## src/rtl/i2cdw_pkg.sv

```systemverilog
// Package: phase codes, sequencer state and per-tick result types for the I2C DAC write master.
`timescale 1ns / 1ps

package i2cdw_pkg;

    typedef enum logic [3:0] {
        PH_IDLE       = 4'd0,
        PH_START_HOLD = 4'd1,
        PH_START_SDA  = 4'd2,
        PH_START_SCL  = 4'd3,
        PH_BIT_DATA   = 4'd4,
        PH_BIT_HIGH   = 4'd5,
        PH_BIT_LOW    = 4'd6,
        PH_ACK_REL    = 4'd7,
        PH_ACK_WAIT   = 4'd8,
        PH_ACK_LOW    = 4'd9,
        PH_STOP_SDA   = 4'd10,
        PH_STOP_SCL   = 4'd11,
        PH_STOP_HOLD  = 4'd12,
        PH_STOP_REL   = 4'd13,
        PH_POST       = 4'd14
    } phase_t;

    localparam int CODE_W = 12;
    localparam int WAIT_W = 16;

    localparam logic [7:0]        DAC_ADDR_RESET   = 8'hC0;
    localparam logic [WAIT_W-1:0] POST_TICKS_RESET = 16'd10;

    // configuration register indexes
    localparam logic CFG_DAC_ADDR   = 1'b0;
    localparam logic CFG_POST_TICKS = 1'b1;

    typedef struct packed {
        phase_t              phase;
        logic [2:0]          bit_count;
        logic [1:0]          byte_count;
        logic [7:0]          shift_byte;
        logic [CODE_W-1:0]   held_code;
        logic                held_mode;
        logic [WAIT_W-1:0]   wait_count;
        logic                scl;
        logic                sda;
    } seq_state_t;

    typedef struct packed {
        logic scl_level;
        logic sda_level;
        logic busy_res;
        logic done_res;
    } tick_result_t;

    localparam seq_state_t SEQ_STATE_RESET = '{
        phase:      PH_IDLE,
        bit_count:  3'd0,
        byte_count: 2'd0,
        shift_byte: 8'd0,
        held_code:  '0,
        held_mode:  1'b0,
        wait_count: '0,
        scl:        1'b1,
        sda:        1'b1
    };

endpackage

```

## src/rtl/i2cdw_step.sv

```systemverilog
// One-tick next-state and pin logic of the I2C write sequencer.
`timescale 1ns / 1ps

module i2cdw_step #(
    parameter int EDGE_HOLD_TICKS = 10
) (
    input  i2cdw_pkg::seq_state_t             cur,
    input  logic                              go,
    input  logic                              func,
    input  logic [i2cdw_pkg::CODE_W-1:0]      dac_code,
    input  logic [7:0]                        probe_addr,
    input  logic                              sda_in,
    input  logic [7:0]                        dac_addr,
    input  logic [i2cdw_pkg::WAIT_W-1:0]      post_ticks,
    output i2cdw_pkg::seq_state_t             nxt,
    output i2cdw_pkg::tick_result_t           res
);
    import i2cdw_pkg::*;

    localparam logic [WAIT_W-1:0] HOLD_TICKS = WAIT_W'(EDGE_HOLD_TICKS);

    logic [WAIT_W-1:0] wait_inc;
    logic [1:0]        byte_inc;
    logic              busy;
    logic              done;

    assign wait_inc = cur.wait_count + 1'b1;
    assign byte_inc = cur.byte_count + 1'b1;

    always_comb
    begin
        nxt  = cur;
        busy = 1'b1;
        done = 1'b0;
        case (cur.phase)
            PH_START_HOLD:
            begin
                nxt.wait_count = wait_inc;
                if (wait_inc >= HOLD_TICKS)
                begin
                    nxt.phase = PH_START_SDA;
                end
            end
            PH_START_SDA:
            begin
                nxt.sda   = 1'b0;
                nxt.phase = PH_START_SCL;
            end
            PH_START_SCL:
            begin
                nxt.scl   = 1'b0;
                nxt.phase = PH_BIT_DATA;
            end
            PH_BIT_DATA:
            begin
                nxt.sda   = cur.shift_byte[7];
                nxt.phase = PH_BIT_HIGH;
            end
            PH_BIT_HIGH:
            begin
                nxt.scl        = 1'b1;
                nxt.shift_byte = {cur.shift_byte[6:0], 1'b0};
                nxt.bit_count  = cur.bit_count + 1'b1;
                nxt.phase      = PH_BIT_LOW;
            end
            PH_BIT_LOW:
            begin
                nxt.scl   = 1'b0;
                nxt.phase = (cur.bit_count == 3'd0) ? PH_ACK_REL : PH_BIT_DATA;
            end
            PH_ACK_REL:
            begin
                nxt.sda   = 1'b1;
                nxt.phase = PH_ACK_WAIT;
            end
            PH_ACK_WAIT:
            begin
                nxt.scl = 1'b1;
                if (!sda_in)
                begin
                    nxt.phase = PH_ACK_LOW;
                end
            end
            PH_ACK_LOW:
            begin
                nxt.scl        = 1'b0;
                nxt.byte_count = byte_inc;
                if (cur.held_mode || byte_inc == 2'd3)
                begin
                    nxt.phase = PH_STOP_SDA;
                end
                else
                begin
                    // high byte carries code bits 11..8 in its low nibble
                    if (byte_inc == 2'd1)
                    begin
                        nxt.shift_byte = {4'd0, cur.held_code[11:8]};
                    end
                    else
                    begin
                        nxt.shift_byte = cur.held_code[7:0];
                    end
                    nxt.phase = PH_BIT_DATA;
                end
            end
            PH_STOP_SDA:
            begin
                nxt.sda   = 1'b0;
                nxt.phase = PH_STOP_SCL;
            end
            PH_STOP_SCL:
            begin
                nxt.scl        = 1'b1;
                nxt.wait_count = '0;
                nxt.phase      = PH_STOP_HOLD;
            end
            PH_STOP_HOLD:
            begin
                nxt.wait_count = wait_inc;
                if (wait_inc >= HOLD_TICKS)
                begin
                    nxt.phase = PH_STOP_REL;
                end
            end
            PH_STOP_REL:
            begin
                nxt.sda        = 1'b1;
                nxt.wait_count = '0;
                if (!cur.held_mode && post_ticks != '0)
                begin
                    nxt.phase = PH_POST;
                end
                else
                begin
                    nxt.phase = PH_IDLE;
                    done      = 1'b1;
                end
            end
            PH_POST:
            begin
                nxt.wait_count = wait_inc;
                if (wait_inc >= post_ticks)
                begin
                    nxt.phase = PH_IDLE;
                    done      = 1'b1;
                end
            end
            default:
            begin
                nxt.phase = PH_IDLE;
                nxt.scl   = 1'b1;
                nxt.sda   = 1'b1;
                if (go)
                begin
                    nxt.held_mode  = func;
                    nxt.held_code  = dac_code;
                    nxt.shift_byte = func ? probe_addr : dac_addr;
                    nxt.bit_count  = 3'd0;
                    nxt.byte_count = 2'd0;
                    nxt.wait_count = '0;
                    nxt.phase      = PH_START_HOLD;
                end
                else
                begin
                    busy = 1'b0;
                end
            end
        endcase
    end

    always_comb
    begin
        res.scl_level = nxt.scl;
        res.sda_level = nxt.sda;
        res.busy_res  = busy;
        res.done_res  = done;
    end

endmodule

```

## src/rtl/i2c_dac_write_master.sv

```systemverilog
// Top level of the bit-level I2C DAC write master.
`timescale 1ns / 1ps

// Each accepted input beat is one bus tick and yields exactly one output beat holding the
// SCL/SDA drive levels after that tick plus busy and done flags. The tick is evaluated
// combinationally between the sequencer state register and the output register, so one
// beat is taken every cycle; input stalls only while a finished output beat is held by a
// stalled consumer. A DAC write is start, address byte, high byte, low byte (each with an
// ack wait), stop, then post_ticks_reg idle ticks; a probe sends one byte and a stop.
// An ack wait holds until sda_in reads low, with no timeout. Configuration writes are
// taken at any time but must only be issued while the block is idle.

module i2c_dac_write_master #(
    parameter int EDGE_HOLD_TICKS = 10
) (
    input  logic                               clk,
    input  logic                               rst_n,
    input  logic                               cfg_we,
    input  logic                               cfg_index,
    input  logic [i2cdw_pkg::WAIT_W-1:0]       cfg_data,
    input  logic                               in_valid,
    output logic                               in_stall,
    input  logic                               go,
    input  logic                               func,
    input  logic [i2cdw_pkg::CODE_W-1:0]       dac_code,
    input  logic [7:0]                         probe_addr,
    input  logic                               sda_in,
    output logic                               out_valid,
    input  logic                               out_stall,
    output logic                               scl_level,
    output logic                               sda_level,
    output logic                               busy_res,
    output logic                               done_res
);
    import i2cdw_pkg::*;

    seq_state_t        state_reg;
    seq_state_t        state_next;
    tick_result_t      res_reg;
    tick_result_t      res_next;
    logic              out_valid_reg;
    logic              out_valid_next;
    logic [7:0]        dac_addr_reg;
    logic [WAIT_W-1:0] post_ticks_reg;
    logic              in_fire;

    assign in_stall = out_valid_reg & out_stall;
    assign in_fire  = in_valid & ~in_stall;

    i2cdw_step #(
        .EDGE_HOLD_TICKS(EDGE_HOLD_TICKS)
    ) u_step (
        .cur        (state_reg),
        .go         (go),
        .func       (func),
        .dac_code   (dac_code),
        .probe_addr (probe_addr),
        .sda_in     (sda_in),
        .dac_addr   (dac_addr_reg),
        .post_ticks (post_ticks_reg),
        .nxt        (state_next),
        .res        (res_next)
    );

    always_comb
    begin
        out_valid_next = out_valid_reg;
        if (in_fire)
        begin
            out_valid_next = 1'b1;
        end
        else if (!out_stall)
        begin
            out_valid_next = 1'b0;
        end
    end

    always_ff @(posedge clk or negedge rst_n)
    begin
        if (!rst_n)
        begin
            state_reg     <= SEQ_STATE_RESET;
            out_valid_reg <= 1'b0;
        end
        else
        begin
            out_valid_reg <= out_valid_next;
            if (in_fire)
            begin
                state_reg <= state_next;
            end
        end
    end

    always_ff @(posedge clk)
    begin
        if (in_fire)
        begin
            res_reg <= res_next;
        end
    end

    always_ff @(posedge clk or negedge rst_n)
    begin
        if (!rst_n)
        begin
            dac_addr_reg   <= DAC_ADDR_RESET;
            post_ticks_reg <= POST_TICKS_RESET;
        end
        else if (cfg_we)
        begin
            case (cfg_index)
                CFG_DAC_ADDR:   dac_addr_reg   <= cfg_data[7:0];
                CFG_POST_TICKS: post_ticks_reg <= cfg_data;
                default:        ;
            endcase
        end
    end

    assign out_valid = out_valid_reg;
    assign scl_level = res_reg.scl_level;
    assign sda_level = res_reg.sda_level;
    assign busy_res  = res_reg.busy_res;
    assign done_res  = res_reg.done_res;

endmodule

```

## config.mk

```make
export PLATFORM = sky130hd
export DESIGN_NAME = i2c_dac_write_master
export DESIGN_NICKNAME = d
export VERILOG_FILES = /design/src/rtl/i2cdw_pkg.sv /design/src/rtl/i2cdw_step.sv /design/src/rtl/i2c_dac_write_master.sv
export SDC_FILE = /design/constraint.sdc
export NUM_CORES = 1
export LEC_CHECK = 0
export BUFFER_PORTS_ARGS = -buffer_cell sky130_fd_sc_hd__buf_2
export CAP_MARGIN = 0
export CELL_PAD_IN_SITES_DETAIL_PLACEMENT = 1
export CELL_PAD_IN_SITES_GLOBAL_PLACEMENT = 2
export CORE_UTILIZATION = 37
export CTS_CLUSTER_SIZE = 10
export DETAILED_ROUTE_END_ITERATION = 10
export MAX_ROUTING_LAYER = met4
export PLACE_DENSITY_LB_ADDON = 0.2
export SYNTH_ARGS = -nofsm -noshare
export SYNTH_HDL_FRONTEND = slang
export SYNTH_SLANG_ARGS = --single-unit
```

## constraint.sdc

```tcl
create_clock -name clk -period 4.1 [get_ports clk]
set_clock_uncertainty 0.2 [all_clocks]
set_input_delay 0.615 -clock clk [delete_from_list [all_inputs] [get_ports clk]]
set_output_delay 0.615 -clock clk [all_outputs]
set_load 0.02 [all_outputs]
```

; ---- Word-level counts from Yosys, hierarchy flattened
; Index checks and enable logic that the tools add are counted.
[op_classes]
add_sub_neg = 3
n_lt_le_gt_ge = 2
eq_ne = 22
muxes = 24
n_bitwise = 9
n_reduce_logical = 28
[op_table]
columns = cell, count
row1 = one-hot mux 4 bit (14 select lines), 1
row2 = one-hot mux 16 bit (3 select lines), 1
row3 = 2-to-1 mux 43 bit, 1
row4 = == test 4 bit (second input constant), 7
row5 = OR reduction 13 bit, 2
row6 = 2-to-1 mux 4 bit, 6
row7 = 2-to-1 mux 8 bit, 3
row8 = one-hot mux 8 bit (3 select lines), 1
row9 = OR reduction 9 bit, 2
row10 = adder 16 x 1 -> 16 bit (second input constant), 1
row11 = == test 4 x 3 -> 1 bit (second input constant), 4
row12 = greater-or-equal comparator 16 bit, 1
row13 = greater-or-equal comparator 16 x 4 -> 1 bit (second input constant), 1
row14 = nonzero test 16 bit, 1
row15 = OR reduction 14 bit, 1
row16 = AND reduction 3 bit, 4
row17 = OR reduction 12 bit, 1
row18 = == test 4 x 2 -> 1 bit (second input constant), 2
row19 = != test 2 x 1 -> 1 bit (second input constant), 4
row20 = OR reduction 8 bit, 1
row21 = inverter 1 bit, 7
row22 = one-hot mux 3 bit (2 select lines), 1
row23 = nonzero test 3 bit, 2
row24 = OR reduction 3 bit, 2
row25 = 21 further kinds, 31
[totals]
reg_bits = 77
out_inout_bits = 6
elab_cells = 104

; ---- Depth between registers and ports, before layout
; Gate-level depths: netlist of the first run.
[logic_depth]
depth_word = 5
mapped_depth = 14

; ---- Cells and area by module
; Synthesis of the first run repeated with hierarchy kept, for this count alone.
[hier_totals]
hier_cells = 519
hier_area_um2 = 5177.5
[by_module_without_submodules]
columns = mod, instances, cells_per_inst, area_each_um2, seq_area_each_um2
row1 = i2c_dac_write_master, 1, 161, 2906.5, 1954.4
row2 = i2cdw_step, 1, 358, 2270.9, 0.0

; ---- Least setup slack after synthesis of the first run
; OpenSTA, ideal clock, no wires.
[synth_path]
kind = register to register
startpoint = register state_reg[2] (netlist bit)
endpoint = register state_reg[44] (netlist bit)
setup_ns = 0.125
arrival_time_ns = 3.021
path_slack_ns = 0.753
path_stages_with_launch = 13
path_buffers = 1
period_less_slack_ns = 3.347
path_cell_list = dfrtp_1 > ha_1 > clkbuf_1 > a21boi_0 > or2_2 > ha_1 > and4_1 > nand2_1 > o211a_1 > maj3_1 > o21ai_0 > o41a_4 > mux2_4
[synth_via]
elab_chain_cells = 4
elab_cells_between_ends = 7
[synth_lines]
columns = element, line_no
row1 = "start, declared", i2c_dac_write_master.sv:37  ; seq_state_t state_reg;
row2 = "start signal, assigned", i2c_dac_write_master.sv:90  ; state_reg <= state_next;
row3 = adder 16 x 1 -> 16 bit (*), i2cdw_step.sv:27  ; assign wait_inc = cur.wait_count + 1'b1;
row4 = greater-or-equal comparator 16 bit or greater-or-equal comparator 16 x 4 -> 1 bit (tied branches), "i2cdw_step.sv:142, i2cdw_step.sv:39, i2cdw_step.sv:120"
row5 = != test 2 x 1 -> 1 bit (no line), --
row6 = AND reduction 5 bit (no line) (*), --
; Every way passes the cells marked *; elsewhere a longest branch is shown, timed or not.
; A chain may end at the register's enable or synchronous reset.

; ---- Worst setup path after layout of the first run
; Ends and elaborated chain as after synthesis.

==> results.py, run 1 <==
metrics = {
    "grt": {
        "grt_pass1_vias": 3770,
        "grt-ovfl-total": 0,
        "antenna_found_initial": 0,
        "grt_pass1_wl_um": 19400,
        "grt_use_total": 0.204,
        "grt_max_degree": 74,
    },
    "yosys": {
        "yosysTopAreaCellShare": 0.370,
        "synth.most_common_cell": "dfrtp_1",
        "synth_area_leaders": "dfrtp_1 (37%), mux2_2 (9.4%), ha_1 (5.8%), nand2_1 (3.6%), o21ai_0 (3.5%)",
        "yosysWarnings": 0,
        "syn-num-nets": 534,
        "ys_seq_elements": 77,
        "ys_seq_area_frac": 0.431,
        "syn-mean-instance-area_um2": 9.69,
        "synth_cell_types": 58,
        "synth_top_flop_cell": "dfrtp_1",
        "syn_area_um2": 4530,
        "synth_edf_count": 4,
        "synth_top_cells_by_count": "dfrtp_1 (67), nand2_1 (44), nor2_1 (39)",
        "synth_top_area_cell": "dfrtp_1",
        "netlist_instances": 468,
        "async_reset_ff_frac": 0.948,
    },
    "sta": {
        "finalCriticalPeriod_ns": 3.54,
        "final_hold_viol_count": 0,
        "finalCritPeriodShare": 0.864,
        "setup_violations": 0,
        "rsz0062_at_grt": "no",
        "setup_tns_ns": 0,
        "drv_slew": 0,
        "max_slew_margin": 0.358,
        "worst_slew_pin_slew_ns": 0.964,
        "max_freq_mhz": 282,
    },
    "final_layout": {
        "stdcell_area_um2": 5190,
        "area.sequential_um2": 1950,
        "area_delta_synth_final_pct": 14.5,
        "multi_input_comb_area_um2": 2360,
        "antenna_cells": 0,
        "fillCellCount": 1352,
        "largest_reg_flops": 48,
        "drive_above_1_share": 0.240,
        "final_net_count": 577,
    },
    "detailed_routing": {
        "first_pass_iters": 4,
        "routed_wl_um": 11700,
        "drt_iter0_drc": 97,
        "viasPerCell": 5.53,
        "wl_per_cell_um": 17.7,
        "ant_nets": 0,
        "drc_errors": 0,
        "vias": 3664,
    },
    "clocking": {
        "root_buffer": "clkbuf_16",
        "cts_setup_buffers": 0,
        "htreeDepth": 3,
        "cts_resized": 0,
        "clk_latency_ns": 0.33,
        "clock_sinks": 77,
        "cts_tree": "yes",
        "clk_pin_slew_ns": 0.06,
        "clockBufferDepth": 2,
        "numCtsBuffers": 9,
        "hold_buffers": 0,
    },
    "die": {
        "num_io_pins": 51,
        "die_x_um": 113,
        "initial_core_util": 0.379,
        "core_area_um2": 12000,
        "dieArea_um2": 12700,
        "rows": 40,
        "die_y_um": 113,
    },
    "hold_path": {
        "hold_path.class": "in2async",
    },
    "run": {
        "cap_violations": 0,
    },
    "critical_path": {
        "critPathRequiredTime_ns": 4.11,
        "cp-start-kind": "flip-flop",
        "critPathMaxFanout": 8,
        "end_kind": "flip-flop",
        "arrival_ns": 3.56,
        "crit_type": "reg2reg",
    },
    "placement": {
        "portBuffers": 50,
        "dp_hpwl_um": 8560,
        "routabilityCongestion": 0.811,
        "placedInstanceArea_um2": 4910,
    },
    "pwr": {
        "p_leak_nw": 2.40,
        "power_density_nw_per_um2": 576,
        "vdd_ir_drop_max_mv": 0.222,
    },
    "outcome": {
        "status": "finished, final reports clean",
    },
}
==> final timing paths <==
kind	from	end	slack (ns)	cells after the start
worst max register to register	state_reg[2]	state_reg[44]	0.56	12
min in group clk	state_reg[0]	state_reg[0]	0.28	2
worst max-delay path	state_reg[2]	state_reg[44]	0.56	12
max in group asynchronous	rst_n	state_reg[34]	2.84	1
worst min-delay path	rst_n	state_reg[11]	0.24	1
worst min register to register	state_reg[0]	state_reg[0]	0.28	2
==> power by group <==
part | switching [mW] | internal (mW)
registers | 0.230 | 0.996
logic | 0.579 | 0.443
clock network | 0.317 | 0.428
total | 1.13 | 1.87
==> final cells by class <==
class | instances | share of cell area
multi-input combinational | 334 | 0.454
timing repair buffer | 55 | 0.0559
clock inverter | 5 | 0.00675
inverter | 34 | 0.0246
tap | 147 | 0.0354
sequential | 77 | 0.376
clock buffer | 11 | 0.0467
==> routing by layer <==
metal  share of wire  wire, um  up-vias  global-route usage
met4           0.012       137        0              0.0738
met3           0.033       384        9              0.0292
met2            0.47      5470       69               0.313
li1                -         -     1755                   -
met1            0.49      5730     1831               0.274
met5               0         0        -                   -
==> cells in the final DEF, fill, tap and decap left out, drive strengths merged, types with 7 or more instances in the layout <==
cell / synthesis / layout
nor4: 7 / 7
a22o: 7 / 7
nor2: 39 / 39
ha: 21 / 21
mux2i: 14 / 14
nand2: 44 / 44
dfrtp: 67 / 67
o21ai: 32 / 32
buf: 7 / 55
mux2: 39 / 39
nor3: 9 / 9
clkbuf: 16 / 11
xnor2: 12 / 12
inv: 34 / 36
nand4: 7 / 7
nand3: 10 / 10
a21oi: 25 / 25
==> per-stage QoR <==
step	setup WS (ns)	power [mW]	hold slack [ns]	util	instances
2_1_floorplan	0.753	1.94	0.119	-	468
3_3_place_gp	0.616	2.23	0.250	0.411	647
3_5_place_dp	0.565	2.27	0.279	0.411	647
4_1_cts	0.547	3.04	0.287	0.434	663
5_1_grt	0.368	3.22	0.294	0.434	663
6_report	0.558	2.99	0.238	0.434	663
==> kinds of logic (layout without fill, tap and decap cells) <==
family	count (synthesis)	in the layout	share of synthesized area
compound gates	103	103	0.153
xor+xnor	16	16	0.0309
fa+ha+maj	22	22	0.0602
buf+inv	57	105	0.0486
flops	77	77	0.431
mux	53	53	0.129
simple gates	140	140	0.147
==> worst max-delay path, cell delays in order, from the launching register on <==
cell and delay, ns:
dfrtp_1 0.46, ha_1 0.39, nand2_1 0.19, nor4_1 0.26, xor2_1 0.23, ha_1 0.28
a21o_1 0.18, a21oi_1 0.15, nor2_1 0.06, a211oi_1 0.17, o21ai_0 0.16, o41a_4 0.40
mux2_4 0.30
No activity file was read; power rests on OpenSTA's default activity.
==> run 2: changes to the inputs <==
Settings changed: CELL_PAD_IN_SITES_DETAIL_PLACEMENT 1 to 0, CELL_PAD_IN_SITES_GLOBAL_PLACEMENT 2 to 1, CORE_UTILIZATION 37 to 41.
==> run 2 against run 1 <==
Against the previous run: hold slack got worse by 0.055 ns; non-clock buffer count decreased by 1; wire length fell by 14%; cell area down 1.4%; critical path type unchanged; largest cell class unchanged; total power is 5.4% lower; combinational power is 5% lower; sequential share of layout area up 0.54 points; final cell count down 1.2%; clock power down 15%; fmax fell by 1.4%; highest routed layer unchanged; largest power group unchanged; sequential power barely moved; critical endpoint unchanged.
==> results.py, run 2 (same netlist as run 1, synthesis figures left out) <==
metrics = {
    "detailed_routing": {
        "wl_per_cell_um": 15.5,
        "first_pass_iters": 4,
        "drc_errors": 0,
        "routed_wl_um": 10100,
        "vias": 3553,
        "ant_nets": 0,
        "drt_iter0_drc": 129,
        "viasPerCell": 5.42,
    },
    "clocking": {
        "hold_buffers": 0,
        "cts_resized": 0,
        "clk_pin_slew_ns": 0.09,
        "clk_latency_ns": 0.35,
        "cts_tree": "yes",
        "cts_setup_buffers": 0,
        "clockBufferDepth": 2,
        "root_buffer": "clkbuf_8",
        "htreeDepth": 3,
        "clock_sinks": 77,
        "numCtsBuffers": 9,
    },
    "sta": {
        "max_freq_mhz": 278,
        "finalCriticalPeriod_ns": 3.59,
        "setup_violations": 0,
        "setup_tns_ns": 0,
        "drv_slew": 0,
        "max_slew_margin": 0.284,
        "finalCritPeriodShare": 0.876,
        "final_hold_viol_count": 0,
        "rsz0062_at_grt": "no",
        "worst_slew_pin_slew_ns": 1.07,
        "worst_hold_slack_ns": 0.184,
    },
    "critical_path": {
        "worstReg2RegEnd": "state_reg[44]",
        "end_kind": "flip-flop",
        "startpoint": "state_reg[2]",
        "critPathMaxFanout": 8,
        "reg2reg_slack_ns": 0.51,
        "arrival_ns": 3.62,
        "critPathCapture": "state_reg[44]",
        "crit_type": "reg2reg",
        "cp-start-kind": "flip-flop",
        "r2r_cells": 12,
        "critPathRequiredTime_ns": 4.13,
        "r2r-start": "state_reg[2]",
    },
    "die": {
        "rows": 38,
        "dieArea_um2": 11500,
        "die_x_um": 107,
        "die_y_um": 107,
        "initial_core_util": 0.420,
        "num_io_pins": 51,
        "core_area_um2": 10800,
    },
    "pwr": {
        "p_switching_mw": 1.07,
        "p_seq_frac": 0.434,
        "p_sw_frac": 0.376,
        "p_leak_nw": 2.37,
        "p_total_mw": 2.83,
        "p_int_mw": 1.77,
        "combPwrFrac": 0.344,
        "clock_power_share": 0.222,
        "power_density_nw_per_um2": 553,
        "vdd_ir_drop_max_mv": 0.395,
    },
    "run": {
        "cap_violations": 0,
    },
    "placement": {
        "routabilityCongestion": 0.875,
        "dp_hpwl_um": 7520,
        "placedInstanceArea_um2": 4900,
        "portBuffers": 50,
        "placed_cells": 639,
    },
    "final_layout": {
        "antenna_cells": 0,
        "final_cell_mix": "dfrtp_1 (67), buf_2 (49), nand2_1 (44)",
        "final_net_count": 576,
        "stdcell_area_um2": 5120,
        "layoutNonFillerInstCount": 655,
        "mostFrequentLayoutCell": "dfrtp_1",
        "fillCellCount": 1027,
        "drive_above_1_share": 0.239,
        "largest_reg_flops": 48,
        "area_delta_synth_final_pct": 12.9,
    },
    "grt": {
        "grt_pass1_vias": 3472,
        "grt_use_total": 0.200,
        "grt_pass1_wl_um": 17300,
        "grt_max_degree": 74,
        "grt-ovfl-total": 0,
        "antenna_found_initial": 0,
    },
    "hold_path": {
        "hold_path.class": "in2async",
    },
    "outcome": {
        "status": "finished, final reports clean",
    },
}
==> run 2: how the worst min path moves through the flow <==
stage | end | slack (ns) | cells past startpoint
floorplan | dac_addr_reg[0] | 0.12 | 0
global placement | state_reg[0] | 0.25 | 2
detailed placement | state_reg[0] | 0.25 | 2
CTS | state_reg[11] | 0.23 | 1
global route | out_valid | 0.26 | 2
finish | state_reg[10] | 0.18 | 1
==> run 2: power groups by stage <==
stage	logic (mW)	clock network, mW	registers, mW
CTS	0.980	0.651	1.23
global route	1.11	0.683	1.27
floorplan	0.815	0	1.12
global placement	0.959	0	1.24
finish	0.974	0.630	1.23
detailed placement	0.978	0	1.24
==> run 2: metal layers <==
| metal | part of all wire | global-route usage |
|---|---|---|
| met1 | 0.49 | 0.271 |
| met2 | 0.46 | 0.300 |
| met3 | 0.034 | 0.0292 |
| met4 | 0.018 | 0.0851 |
| met5 | 0 | - |
==> run 2: final cells by class <==
type	count	area [um2]	area share
clock inverters	4	53.8	0.0105
inverters	34	128	0.0249
multi-input cells	334	2360	0.461
clock buffers	12	166	0.0325
well taps	140	175	0.0342
flip-flops and latches	77	1950	0.382
repair buffers	54	283	0.0552
==> run 2: metrics by stage <==
stage	worst slack, ns	utilization
detailed placement	0.541	0.454
global placement	0.621	0.454
finish	0.507	0.474
floorplan	0.753	-
global route	0.233	0.474
CTS	0.524	0.474
==> run 2: worst max-delay path: stages (launching register included) <==
cell and delay [ns]:
dfrtp_1 0.48, ha_1 0.37, nand2_1 0.18, nor4_1 0.30, xor2_1 0.26, ha_1 0.29, a21o_1 0.18, a21oi_1 0.15
nor2_1 0.06, a211oi_1 0.15, o21ai_0 0.17, o41a_4 0.40, mux2_4 0.30
==> run 3: changes to the inputs <==
Settings changed: PLACE_DENSITY set to 0.72, PLACE_DENSITY_LB_ADDON 0.2 to not set.
==> run 3 against run 2 <==
Against the previous run: final cell count unchanged; critical path depth down 1; wire length up 0.78%; hold slack worse by 0.0066 ns; critical path type unchanged; largest cell class unchanged; largest power group unchanged.
==> results.py, run 3 (same netlist as run 1, synthesis figures left out) <==
metrics = {
    "clocking": {
        "numCtsBuffers": 9,
        "clock_sinks": 77,
        "root_buffer": "clkbuf_8",
        "hold_buffers": 0,
        "clk_latency_ns": 0.36,
        "cts_resized": 0,
        "clockBufferDepth": 2,
        "clk_pin_slew_ns": 0.09,
        "cts_tree": "yes",
        "htreeDepth": 3,
        "cts_setup_buffers": 0,
    },
    "sta": {
        "setup_violations": 0,
        "setup_slack_ns": 0.557,
        "setup_tns_ns": 0,
        "max_freq_mhz": 282,
        "worst_hold_slack_ns": 0.177,
        "final_hold_viol_count": 0,
        "max_slew_margin": 0.346,
        "finalCritPeriodShare": 0.864,
        "drv_slew": 0,
        "rsz0062_at_grt": "no",
        "worst_slew_pin_slew_ns": 0.975,
        "finalCriticalPeriod_ns": 3.54,
    },
    "run": {
        "cap_violations": 0,
    },
    "die": {
        "dieArea_um2": 11500,
        "initial_core_util": 0.420,
        "core_area_um2": 10800,
        "die_y_um": 107,
        "die_x_um": 107,
        "rows": 38,
        "num_io_pins": 51,
    },
    "critical_path": {
        "critPathMaxStageDelay_ns": 0.48,
        "cp-start-kind": "flip-flop",
        "crit_chain": "ha_1 > a21boi_0 > or2_2 > ha_1 > and4_1 > nand2_1 > o211a_1 > maj3_1 > o21ai_0 > o41a_4 > mux2_4",
        "critPathMaxFanout": 8,
        "crit_type": "reg2reg",
        "r2r_cells": 11,
        "worst_path_max_delay_cell": "dfrtp_1",
        "arrival_ns": 3.58,
        "worst_path_most_repeated_cell": "ha_1",
        "critPathRequiredTime_ns": 4.14,
        "end_kind": "flip-flop",
    },
    "hold_path": {
        "hold_path.class": "in2async",
    },
    "outcome": {
        "status": "finished, final reports clean",
    },
    "detailed_routing": {
        "routed_wl_um": 10200,
        "first_pass_iters": 5,
        "viasPerCell": 5.45,
        "ant_nets": 0,
        "drc_errors": 0,
        "vias": 3572,
        "wl_per_cell_um": 15.6,
        "drt_iter0_drc": 155,
    },
    "grt": {
        "grt-ovfl-total": 0,
        "grt_pass1_vias": 3416,
        "grt_max_degree": 74,
        "grt_pass1_wl_um": 17000,
        "grt_use_total": 0.198,
        "antenna_found_initial": 0,
    },
    "final_layout": {
        "stdcell_area_um2": 5110,
        "fillCellCount": 997,
        "final_cell_mix": "dfrtp_1 (67), buf_2 (49), nand2_1 (44)",
        "final_net_count": 576,
        "mostFrequentLayoutCell": "dfrtp_1",
        "layoutNonFillerInstCount": 655,
        "drive_above_1_share": 0.237,
        "antenna_cells": 0,
        "area_delta_synth_final_pct": 12.8,
        "fin_util": 0.474,
        "largest_reg_flops": 48,
    },
    "pwr": {
        "vdd_ir_drop_max_mv": 0.334,
        "p_total_mw": 2.85,
        "power_density_nw_per_um2": 556,
        "p_leak_nw": 2.37,
    },
    "placement": {
        "dp_hpwl_um": 7480,
        "placed_cells": 639,
        "portBuffers": 50,
        "dp_slack_ns": 0.574,
        "placedInstanceArea_um2": 4900,
        "routabilityCongestion": 0.849,
    },
}
-- run 3: cell count changes in the layout (fill, tap and decap cells not counted), sizes merged --
cell	delta
clkinvlp	-1
bufinv	+1
inv	-1
clkinv	+2
clkbuf	-1
-- run 3: worst max-delay path: cells and delay by family, from the launching register on --
family          cells  cell delay, ns
fa+ha+maj           3            1.00
simple gates        3            0.62
flops               1            0.48
mux                 1            0.29
compound gates      4            0.83
-- run 3: where the power goes --
group          leakage, nW  internal, mW  switching (mW)
sequential           0.938         0.994           0.239
combinational         1.33         0.435           0.536
clock                0.104         0.346           0.296
total                 2.37          1.77            1.07
-- run 3: per-layer routing --
layer / GRT usage / up-vias / share of wire
met1: 0.278 / 1695 / 0.49
li1: - / 1757 / -
met4: 0.0763 / 0 / 0.023
met2: 0.287 / 100 / 0.45
met3: 0.0328 / 20 / 0.040
met5: - / - / 0
-- run 3: worst paths after layout --
kind                               from       endpoint  slack, ns
min                               rst_n   state_reg[7]       0.18
min reg2reg                state_reg[0]   state_reg[0]       0.27
max in group asynchronous         rst_n  state_reg[43]       2.88
max reg2reg                state_reg[2]  state_reg[44]       0.56
max                        state_reg[2]  state_reg[44]       0.56
min in group clk               in_valid      out_valid       0.26
-- run 3: final cells by class --
class,count,area (um2),share of cell area
clock buffer,11,131,0.0257
clock inverter,5,85.1,0.0166
inverter,34,128,0.0250
multi-input combinational,334,2360,0.461
sequential,77,1950,0.382
tap,140,175,0.0342
timing repair buffer,54,283,0.0553
